## src/rtl/bfc_pkg.sv

```systemverilog
// ----------------------------------------------------------------------------
// bfc_pkg
// Shared types, command codes and register indexes of the backlight fade
// controller.
// ----------------------------------------------------------------------------
package bfc_pkg;

  localparam int LevelW = 7;
  localparam int ReqW   = 8;
  localparam int OpW    = 2;
  localparam int CfgIdxW = 3;
  localparam int QuoW   = 7;   // quotient never exceeds the 7-bit level diff
  localparam int DivSelW = 3;

  typedef logic [LevelW-1:0] level_t;
  typedef logic [OpW-1:0]    op_t;

  // command codes
  localparam op_t OP_TICK    = 2'd0;
  localparam op_t OP_SET     = 2'd1;
  localparam op_t OP_FADE    = 2'd2;
  localparam op_t OP_RESTORE = 2'd3;

  // register indexes
  localparam logic [CfgIdxW-1:0] REG_MIN_LEVEL   = 3'd0;
  localparam logic [CfgIdxW-1:0] REG_MAX_LEVEL   = 3'd1;
  localparam logic [CfgIdxW-1:0] REG_LOW_BATTERY = 3'd2;
  localparam logic [CfgIdxW-1:0] REG_SAVED_LEVEL = 3'd3;
  localparam logic [CfgIdxW-1:0] REG_DIM_ENABLE  = 3'd4;

  // reset values
  localparam level_t RST_MIN_LEVEL   = 7'd0;
  localparam level_t RST_MAX_LEVEL   = 7'd100;
  localparam level_t RST_LOW_BATTERY = 7'd20;
  localparam level_t RST_SAVED_LEVEL = 7'd100;
  localparam level_t RST_CUR_LEVEL   = 7'd100;

  typedef struct packed {
    logic                load_in;
    logic                exec;
    logic                tick_inc;
    logic                apply_target;
    logic                mul;
    logic                div_step;
    logic [DivSelW-1:0]  div_sel;
    logic                apply_step;
    logic                bat;
    logic                out_load;
  } bfc_cmd_t;

  typedef struct packed {
    op_t  op;
    logic fading;
    logic reached;
  } bfc_status_t;

  // when the limits cross, a value below min gets min and any other gets max
  function automatic level_t clamp_level(input logic [ReqW-1:0] v,
                                         input level_t lo, input level_t hi);
    level_t res;
    if (v < {1'b0, lo}) begin
      res = lo;
    end else if (v > {1'b0, hi}) begin
      res = hi;
    end else begin
      res = v[LevelW-1:0];
    end
    return res;
  endfunction

endpackage

```

## src/rtl/bfc_ctrl.sv

```systemverilog
// ----------------------------------------------------------------------------
// bfc_ctrl
// Sequencer: executes a set, fade or restore word, or steps a tick through
// fade update, multiply and divide (mid-fade), battery rule; then output load.
// ----------------------------------------------------------------------------
module bfc_ctrl import bfc_pkg::*; (
  input  logic        clk,
  input  logic        rst_n,
  input  logic        in_valid,
  output logic        in_stall,
  output logic        out_valid,
  input  logic        out_stall,
  input  bfc_status_t sts,
  output bfc_cmd_t    cmd
);

  localparam logic [2:0] S_IDLE = 3'd0;
  localparam logic [2:0] S_EXEC = 3'd1;
  localparam logic [2:0] S_TICK = 3'd2;
  localparam logic [2:0] S_MUL  = 3'd3;
  localparam logic [2:0] S_DIV  = 3'd4;
  localparam logic [2:0] S_STEP = 3'd5;
  localparam logic [2:0] S_BAT  = 3'd6;
  localparam logic [2:0] S_DONE = 3'd7;

  localparam logic [DivSelW-1:0] DIV_FIRST = DivSelW'(QuoW - 1);

  logic [2:0]         state_r, state_nxt;
  logic [DivSelW-1:0] cnt_r, cnt_nxt;
  logic               out_valid_r, out_valid_nxt;

  assign in_stall  = (state_r != S_IDLE);
  assign out_valid = out_valid_r;

  always_comb begin
    state_nxt     = state_r;
    cnt_nxt       = cnt_r;
    out_valid_nxt = out_valid_r & out_stall;
    cmd           = '0;
    cmd.div_sel   = cnt_r;
    unique case (state_r)
      S_IDLE: begin
        if (in_valid) begin
          cmd.load_in = 1'b1;
          state_nxt   = S_EXEC;
        end
      end
      S_EXEC: begin
        if (sts.op == OP_TICK) begin
          state_nxt = S_TICK;
        end else begin
          cmd.exec  = 1'b1;
          state_nxt = S_DONE;
        end
      end
      S_TICK: begin
        if (!sts.fading) begin
          state_nxt = S_BAT;
        end else if (sts.reached) begin
          cmd.tick_inc     = 1'b1;
          cmd.apply_target = 1'b1;
          state_nxt        = S_BAT;
        end else begin
          cmd.tick_inc = 1'b1;
          state_nxt    = S_MUL;
        end
      end
      S_MUL: begin
        cmd.mul   = 1'b1;
        cnt_nxt   = DIV_FIRST;
        state_nxt = S_DIV;
      end
      S_DIV: begin
        cmd.div_step = 1'b1;
        cnt_nxt      = cnt_r - 1'b1;
        if (cnt_r == '0) begin
          state_nxt = S_STEP;
        end
      end
      S_STEP: begin
        cmd.apply_step = 1'b1;
        state_nxt      = S_BAT;
      end
      S_BAT: begin
        cmd.bat   = 1'b1;
        state_nxt = S_DONE;
      end
      S_DONE: begin
        // wait for the output register to free up
        if (!out_valid_r || !out_stall) begin
          cmd.out_load  = 1'b1;
          out_valid_nxt = 1'b1;
          state_nxt     = S_IDLE;
        end
      end
      default: begin
        state_nxt = S_IDLE;
      end
    endcase
  end

  always_ff @(posedge clk) begin
    if (!rst_n) begin
      state_r     <= S_IDLE;
      cnt_r       <= '0;
      out_valid_r <= 1'b0;
    end else begin
      state_r     <= state_nxt;
      cnt_r       <= cnt_nxt;
      out_valid_r <= out_valid_nxt;
    end
  end

endmodule

```

## src/rtl/bfc_datapath.sv

```systemverilog
// ----------------------------------------------------------------------------
// bfc_datapath
// Level state, limit registers, fade interpolation (multiply then
// restoring divide, one quotient bit per cycle) and output register.
// ----------------------------------------------------------------------------
module bfc_datapath import bfc_pkg::*; #(
  parameter int TIME_WIDTH = 32
) (
  input  logic                  clk,
  input  logic                  rst_n,
  input  logic                  cfg_wr_en,
  input  logic [CfgIdxW-1:0]    cfg_index,
  input  logic [LevelW-1:0]     cfg_wdata,
  input  logic [OpW-1:0]        in_operation,
  input  logic [ReqW-1:0]       in_level_request,
  input  logic [TIME_WIDTH-1:0] in_fade_length,
  input  logic                  in_dim_request,
  input  bfc_cmd_t              cmd,
  output bfc_status_t           sts,
  output logic [LevelW-1:0]     out_level_out,
  output logic                  out_fade_active
);

  localparam int ProdW = TIME_WIDTH + QuoW;

  // configuration
  level_t min_r, max_r, low_r, saved_r;
  logic   dim_en_r;

  // latched command word
  op_t                   op_r;
  logic [ReqW-1:0]       req_r;
  logic [TIME_WIDTH-1:0] len_r;
  logic                  dim_r;

  // fade state
  level_t                cur_r, cur_nxt;
  logic                  fading_r, fading_nxt;
  level_t                start_r, start_nxt;
  level_t                target_r, target_nxt;
  logic [TIME_WIDTH-1:0] elapsed_r, elapsed_nxt;
  logic [TIME_WIDTH-1:0] length_r, length_nxt;

  // divider
  logic [ProdW-1:0] prod_r, prod_nxt;
  logic [QuoW-1:0]  quo_r, quo_nxt;

  level_t                out_level_r;
  logic                  out_fade_r;

  logic                  up;
  level_t                mag;
  logic [TIME_WIDTH-1:0] elapsed_inc;
  logic [ProdW-1:0]      dvs;
  logic                  ge;
  level_t                step_lvl;

  assign up          = (target_r >= start_r);
  assign mag         = up ? (target_r - start_r) : (start_r - target_r);
  // saturating elapsed count
  assign elapsed_inc = (&elapsed_r) ? elapsed_r : elapsed_r + 1'b1;
  assign dvs         = {{QuoW{1'b0}}, length_r} << cmd.div_sel;
  assign ge          = (prod_r >= dvs);
  assign step_lvl    = up ? (start_r + quo_r) : (start_r - quo_r);

  assign sts.op      = op_r;
  assign sts.fading  = fading_r;
  assign sts.reached = (elapsed_inc >= length_r);

  assign out_level_out   = out_level_r;
  assign out_fade_active = out_fade_r;

  always_comb begin
    cur_nxt     = cur_r;
    fading_nxt  = fading_r;
    start_nxt   = start_r;
    target_nxt  = target_r;
    elapsed_nxt = elapsed_r;
    length_nxt  = length_r;
    prod_nxt    = prod_r;
    quo_nxt     = quo_r;

    if (cmd.exec) begin
      unique case (op_r)
        OP_SET: begin
          cur_nxt    = clamp_level(req_r, min_r, max_r);
          fading_nxt = 1'b0;
        end
        OP_FADE: begin
          target_nxt  = clamp_level(req_r, min_r, max_r);
          start_nxt   = cur_r;
          elapsed_nxt = '0;
          length_nxt  = len_r;
          fading_nxt  = 1'b1;
        end
        OP_RESTORE: begin
          cur_nxt    = clamp_level({1'b0, saved_r}, min_r, max_r);
          fading_nxt = 1'b0;
        end
        default: begin
        end
      endcase
    end

    if (cmd.tick_inc) begin
      elapsed_nxt = elapsed_inc;
    end
    if (cmd.apply_target) begin
      cur_nxt    = clamp_level({1'b0, target_r}, min_r, max_r);
      fading_nxt = 1'b0;
    end

    if (cmd.mul) begin
      prod_nxt = {{TIME_WIDTH{1'b0}}, mag} * {{QuoW{1'b0}}, elapsed_r};
      quo_nxt  = '0;
    end
    if (cmd.div_step) begin
      prod_nxt = ge ? (prod_r - dvs) : prod_r;
      quo_nxt  = {quo_r[QuoW-2:0], ge};
    end
    if (cmd.apply_step) begin
      cur_nxt = clamp_level({1'b0, step_lvl}, min_r, max_r);
    end

    // battery rule
    if (cmd.bat && dim_en_r) begin
      if (dim_r) begin
        if (cur_r > low_r) begin
          cur_nxt    = clamp_level({1'b0, low_r}, min_r, max_r);
          fading_nxt = 1'b0;
        end
      end else if (cur_r == low_r) begin
        cur_nxt    = clamp_level({1'b0, saved_r}, min_r, max_r);
        fading_nxt = 1'b0;
      end
    end
  end

  always_ff @(posedge clk) begin
    if (!rst_n) begin
      min_r     <= RST_MIN_LEVEL;
      max_r     <= RST_MAX_LEVEL;
      low_r     <= RST_LOW_BATTERY;
      saved_r   <= RST_SAVED_LEVEL;
      dim_en_r  <= 1'b0;
      cur_r     <= RST_CUR_LEVEL;
      fading_r  <= 1'b0;
      start_r   <= '0;
      target_r  <= '0;
      elapsed_r <= '0;
      length_r  <= '0;
    end else begin
      if (cfg_wr_en) begin
        unique case (cfg_index)
          REG_MIN_LEVEL:   min_r    <= cfg_wdata;
          REG_MAX_LEVEL:   max_r    <= cfg_wdata;
          REG_LOW_BATTERY: low_r    <= cfg_wdata;
          REG_SAVED_LEVEL: saved_r  <= cfg_wdata;
          REG_DIM_ENABLE:  dim_en_r <= cfg_wdata[0];
          default: begin
          end
        endcase
      end
      cur_r     <= cur_nxt;
      fading_r  <= fading_nxt;
      start_r   <= start_nxt;
      target_r  <= target_nxt;
      elapsed_r <= elapsed_nxt;
      length_r  <= length_nxt;
    end
  end

  always_ff @(posedge clk) begin
    if (cmd.load_in) begin
      op_r  <= in_operation;
      req_r <= in_level_request;
      len_r <= in_fade_length;
      dim_r <= in_dim_request;
    end
    prod_r <= prod_nxt;
    quo_r  <= quo_nxt;
    if (cmd.out_load) begin
      out_level_r <= cur_r;
      out_fade_r  <= fading_r;
    end
  end

endmodule

```

## src/rtl/backlight_fade_controller.sv

```systemverilog
// ----------------------------------------------------------------------------
// backlight_fade_controller
// Backlight level controller with linear fades and battery dimming.
// ----------------------------------------------------------------------------
// Each input word is one command: a 1 ms tick, set level, start fade or
// restore the saved level. Every accepted word gives exactly one output word
// with the level in percent and the fade flag after that command.
// Input: in_valid/in_stall, accepted when in_valid is high and in_stall low.
// Output: out_valid/out_stall, held steady while out_stall is high.
// Configuration: cfg_wr_en writes cfg_wdata to the register at cfg_index;
// callers must write only while no command is in flight (not enforced).
// Sequence: set, fade start and restore are executed, then output-loaded;
// a tick runs the fade update, then in the middle of a fade the 7 x
// TIME_WIDTH multiply, the 7-bit restoring divide (one quotient bit a cycle)
// and the step update, then the battery rule and output load.
// One command is processed at a time; the next one is taken once the
// previous result sits in the output register, and a stalled receiver
// holds back at most one further command.
// Reset (rst_n, synchronous): level 100, no fade, registers at defaults.
// ----------------------------------------------------------------------------
module backlight_fade_controller import bfc_pkg::*; #(
  parameter int TIME_WIDTH = 32
) (
  input  logic                 clk,
  input  logic                 rst_n,
  input  logic                 cfg_wr_en,
  input  logic [CfgIdxW-1:0]   cfg_index,
  input  logic [LevelW-1:0]    cfg_wdata,
  input  logic                 in_valid,
  output logic                 in_stall,
  input  logic [OpW-1:0]       in_operation,
  input  logic [ReqW-1:0]      in_level_request,
  input  logic [31:0]          in_fade_length_ms,
  input  logic                 in_dim_request,
  output logic                 out_valid,
  input  logic                 out_stall,
  output logic [LevelW-1:0]    out_level_out,
  output logic                 out_fade_active
);

  bfc_cmd_t    cmd;
  bfc_status_t sts;

  bfc_ctrl u_ctrl (
    .clk       (clk),
    .rst_n     (rst_n),
    .in_valid  (in_valid),
    .in_stall  (in_stall),
    .out_valid (out_valid),
    .out_stall (out_stall),
    .sts       (sts),
    .cmd       (cmd)
  );

  bfc_datapath #(
    .TIME_WIDTH (TIME_WIDTH)
  ) u_datapath (
    .clk              (clk),
    .rst_n            (rst_n),
    .cfg_wr_en        (cfg_wr_en),
    .cfg_index        (cfg_index),
    .cfg_wdata        (cfg_wdata),
    .in_operation     (in_operation),
    .in_level_request (in_level_request),
    .in_fade_length   (in_fade_length_ms[TIME_WIDTH-1:0]),
    .in_dim_request   (in_dim_request),
    .cmd              (cmd),
    .sts              (sts),
    .out_level_out    (out_level_out),
    .out_fade_active  (out_fade_active)
  );

endmodule
```

## config.mk

```make
export PLATFORM = sky130hd
export DESIGN_NAME = backlight_fade_controller
export DESIGN_NICKNAME = d
export VERILOG_FILES = /design/src/rtl/bfc_pkg.sv /design/src/rtl/bfc_ctrl.sv /design/src/rtl/bfc_datapath.sv /design/src/rtl/backlight_fade_controller.sv
export SDC_FILE = /design/constraint.sdc
export NUM_CORES = 1
export LEC_CHECK = 0
export BUFFER_PORTS_ARGS = -buffer_cell sky130_fd_sc_hd__buf_2
export CAP_MARGIN = 20
export CORE_MARGIN = 4
export CORE_UTILIZATION = 30
export CTS_BUF_LIST = sky130_fd_sc_hd__clkbuf_8
export DETAILED_ROUTE_END_ITERATION = 7
export GPL_TIMING_DRIVEN = 0
export PLACE_DENSITY = 0.43
export SLEW_MARGIN = 20
export SYNTH_ARGS = -nofsm -noshare
export SYNTH_HDL_FRONTEND = slang
export SYNTH_SLANG_ARGS = --single-unit
```

## constraint.sdc

```tcl
create_clock -name clk -period 9.85 [get_ports clk]
set_clock_uncertainty 0.15 [all_clocks]
set_input_delay 0.4925 -clock clk [delete_from_list [all_inputs] [get_ports clk]]
set_output_delay 0.4925 -clock clk [all_outputs]
set_load 0.01 [all_outputs]
```

==> flow_metrics.tcl <==
set metrics [dict create \
    syn_to_final_growth_pct 13.6 \
    grt_pass1_wl_mm 128 \
    detail-route-antenna-nets 0 \
    start_util_pct 30.4 \
    post-route-util_pct 34.6 \
    p_sw_mw 2.16 \
    cts_root_buf "clkbuf_8" \
    syn_inst 2679 \
    combinationalPowerShare_pct 51.0 \
    hold_class "in2reg" \
    netlist_area_um2 23200 \
    final_max_slew_viol_count 0 \
    gp_congestion 0.938 \
    track_usage_pct 20.2 \
    antenna_cells 0 \
    max_stage_delay_ps 700 \
    power_leakage_nw 11.2 \
    synth-seq-cells 219 \
    worstPathArrival_ps 9610 \
    design_area_um2 26300 \
    seqPwrFrac_pct 27.3 \
    ctsLongestPathBuffers 3 \
    first_global_vias 21000 \
    crit_path_max_fanout 10 \
    dr.pass1.iters 6 \
    setup_viol 0 \
    power_density_nw_per_um2 178 \
    grt_max_degree 30 \
    final.min_clock_period_ps 9420 \
    startpoint_type "register" \
    io_buffer_count 66 \
    core_area_um2 76200 \
    dp_hpwl_mm 67.7 \
    cp_common_cell "fa_1" \
    cp.required_ps 10040 \
    slew_headroom_pct 26.7 \
    drc 0 \
    overflow 0 \
    drt_iter0_drc 1326 \
    placed_cell_area_um2 24800 \
    setup_ws_ps 433 \
    ir_worst_vdd_mv 0.115 \
    p_clk_share_pct 21.6 \
    pre_cts_ws_ps 250 \
    critPathCaptureType "register" \
    insertion_delay_ps 630 \
    fin_setup_tns_ps 0 \
    fmax_ghz 0.106 \
    cpMaxStageDelayCell "xnor2_1" \
    tritoncts "done" \
    vias_per_cell 5.25 \
    die_h_um 286 \
    status "complete, no violations" \
    antenna_found_initial 3 \
    post-route-period-util_pct 95.6 \
    final_cell_mix "nand2_1, inv_1, a21oi_1, ha_1, nor2_1" \
    synth_edf_count 97 \
    avgSynthCellArea_um2 8.65 \
    hold_viol 0 \
    layout-drive-gt1-share_pct 6.95 \
    yosysWarnings 0 \
    rsz0062_at_grt "no" \
    post_cts_buffers 0 \
    syn-num-nets 3117 \
    yosysSeqAreaShare_pct 23.1 \
    final_common_cell "nand2_1" \
    die_w_um 286 \
    p_int_mw 2.54 \
    clkTransAtPathRegs_ps 70 \
    worstMarginPinSlew_ps 1100 \
    crit_type "reg2reg" \
    ys_async_sr_fraction_pct 0 \
    clock-sinks 219 \
    dieArea_um2 81800 \
    core.rowCount 101 \
    netlist-cell-type-count 86 \
    r2r_slack_ps 430 \
    ys.flop_type "dfxtp_1" \
    p_sw_share_pct 46.0 \
    via_count 20500 \
    wl_per_cell_um 21.5 \
    drv_cap 0 \
    wl_mm 84.0 \
    ios 68 \
    h-tree-depth 2 \
    numCtsBuffers 44 \
    nets 3282 \
]
## critical path: cells and delay by family, from the launching register on
kind | cells | cell delay, ps
xor gates and xnor gates | 2 | 1030
and+or+nand+nor | 5 | 1190
buffers and inverters | 5 | 990
AOI/OAI and AO/OA | 9 | 2320
DFF | 1 | 510
adders and majority gates | 6 | 2910
## power groups by stage
stage / clock network, mW / logic (mW) / registers, mW
global placement: 0 / 2.29 / 1.31
CTS: 1.05 / 2.37 / 1.28
finish: 1.02 / 2.40 / 1.28
global route: 1.09 / 2.65 / 1.30
floorplan: 0 / 1.61 / 1.23
detailed placement: 0 / 2.35 / 1.30
## synthesized netlist by cell type (5+ instances only)
| cell | number | area, um2 |
|---|---|---|
| a2111oi_0 | 6 | 52.6 |
| a211o_1 | 6 | 52.6 |
| a211oi_1 | 29 | 218 |
| a21boi_0 | 7 | 52.6 |
| a21o_1 | 71 | 533 |
| a21oi_1 | 227 | 1140 |
| a311oi_1 | 5 | 43.8 |
| a31oi_1 | 19 | 119 |
| a32o_1 | 5 | 50.1 |
| and2_1 | 118 | 738 |
| and3_1 | 20 | 125 |
| and4_1 | 9 | 78.8 |
| buf_1 | 5 | 18.8 |
| clkbuf_1 | 120 | 450 |
| dfxtp_1 | 122 | 2440 |
| edfxtp_1 | 97 | 2910 |
| fa_1 | 153 | 3060 |
| ha_1 | 227 | 2840 |
| inv_1 | 244 | 916 |
| mux2i_1 | 72 | 721 |
| mux4_2 | 22 | 495 |
| nand2_1 | 282 | 1060 |
| nand2b_1 | 47 | 294 |
| nand3_1 | 61 | 305 |
| nand3b_1 | 6 | 45.0 |
| nand4_1 | 22 | 138 |
| nor2_1 | 157 | 589 |
| nor2b_1 | 78 | 488 |
| nor3_1 | 37 | 185 |
| o2111ai_1 | 5 | 43.8 |
| o211ai_1 | 16 | 120 |
| o21a_1 | 34 | 255 |
| o21ai_0 | 100 | 500 |
| o21bai_1 | 11 | 82.6 |
| o221ai_1 | 5 | 43.8 |
| o31ai_1 | 27 | 203 |
| or2_2 | 6 | 37.5 |
| or3_1 | 13 | 81.3 |
| or4_1 | 5 | 37.5 |
| xnor2_1 | 64 | 561 |
| xor2_1 | 34 | 298 |
## final timing paths
path,cells past startpoint,to,from
worst max register to register,27,u_datapath.prod_r[38],u_datapath.target_r[0]
worst min-delay path,4,u_datapath.dim_en_r,cfg_index[2]
worst min register to register,2,u_datapath.length_r[8],u_datapath.len_r[8]
worst max-delay path,27,u_datapath.prod_r[38],u_datapath.target_r[0]
## sequential cells by signal, indices dropped and copies added, names as in the netlist, 7 cells and up
register / cells
u_datapath.cur_r: 7
u_datapath.saved_r: 7
u_datapath.prod_r: 39
u_datapath.low_r: 7
u_datapath.req_r: 8
u_datapath.start_r: 7
u_datapath.min_r: 7
u_datapath.elapsed_r: 32
u_datapath.target_r: 7
u_datapath.out_level_out: 7
u_datapath.quo_r: 7
u_datapath.len_r: 32
u_datapath.length_r: 32
u_datapath.max_r: 7
## through the flow
step	std cells	total power, mW	hold slack, ps
global placement	3775	3.60	339
finish	3909	4.70	83.3
floorplan	2679	2.84	297
detailed placement	3777	3.64	341
CTS	3909	4.71	39.0
global route	3909	5.03	82.4
## logic make-up after synthesis
logic type | after synthesis | synth area share (%)
compound gates | 620 | 16.9
flops | 219 | 23.1
fa+ha+maj | 380 | 25.5
mux | 98 | 5.44
simple gates | 885 | 19.1
xor+xnor | 98 | 3.70
buf+inv | 379 | 6.29
## metal layers
metal | up-vias | wire (um) | track usage [%]
li1 | 9630 | - | -
met1 | 10200 | 36900 | 25.9
met2 | 518 | 41700 | 36.2
met3 | 124 | 3000 | 2.27
met4 | 0 | 2410 | 5.46
met5 | - | 0 | 0
## layout make-up
type / instances / area [um2]
clock buffer: 52 / 716
clock inverter: 29 / 225
tap: 1030 / 1290
timing repair buffer: 119 / 881
fill: 7980 / 49900
inverter: 245 / 920
multi-input combinational: 2081 / 16400
sequential: 219 / 5360
buffer: 134 / 542
## repair_timing
action	in CTS	in global routing
setup endpoints to repair	0	8
gates resized for setup	0	11
hold buffers	51	0
endpoints found under the hold margin	60	0
(Power assumes the default switching activity.)
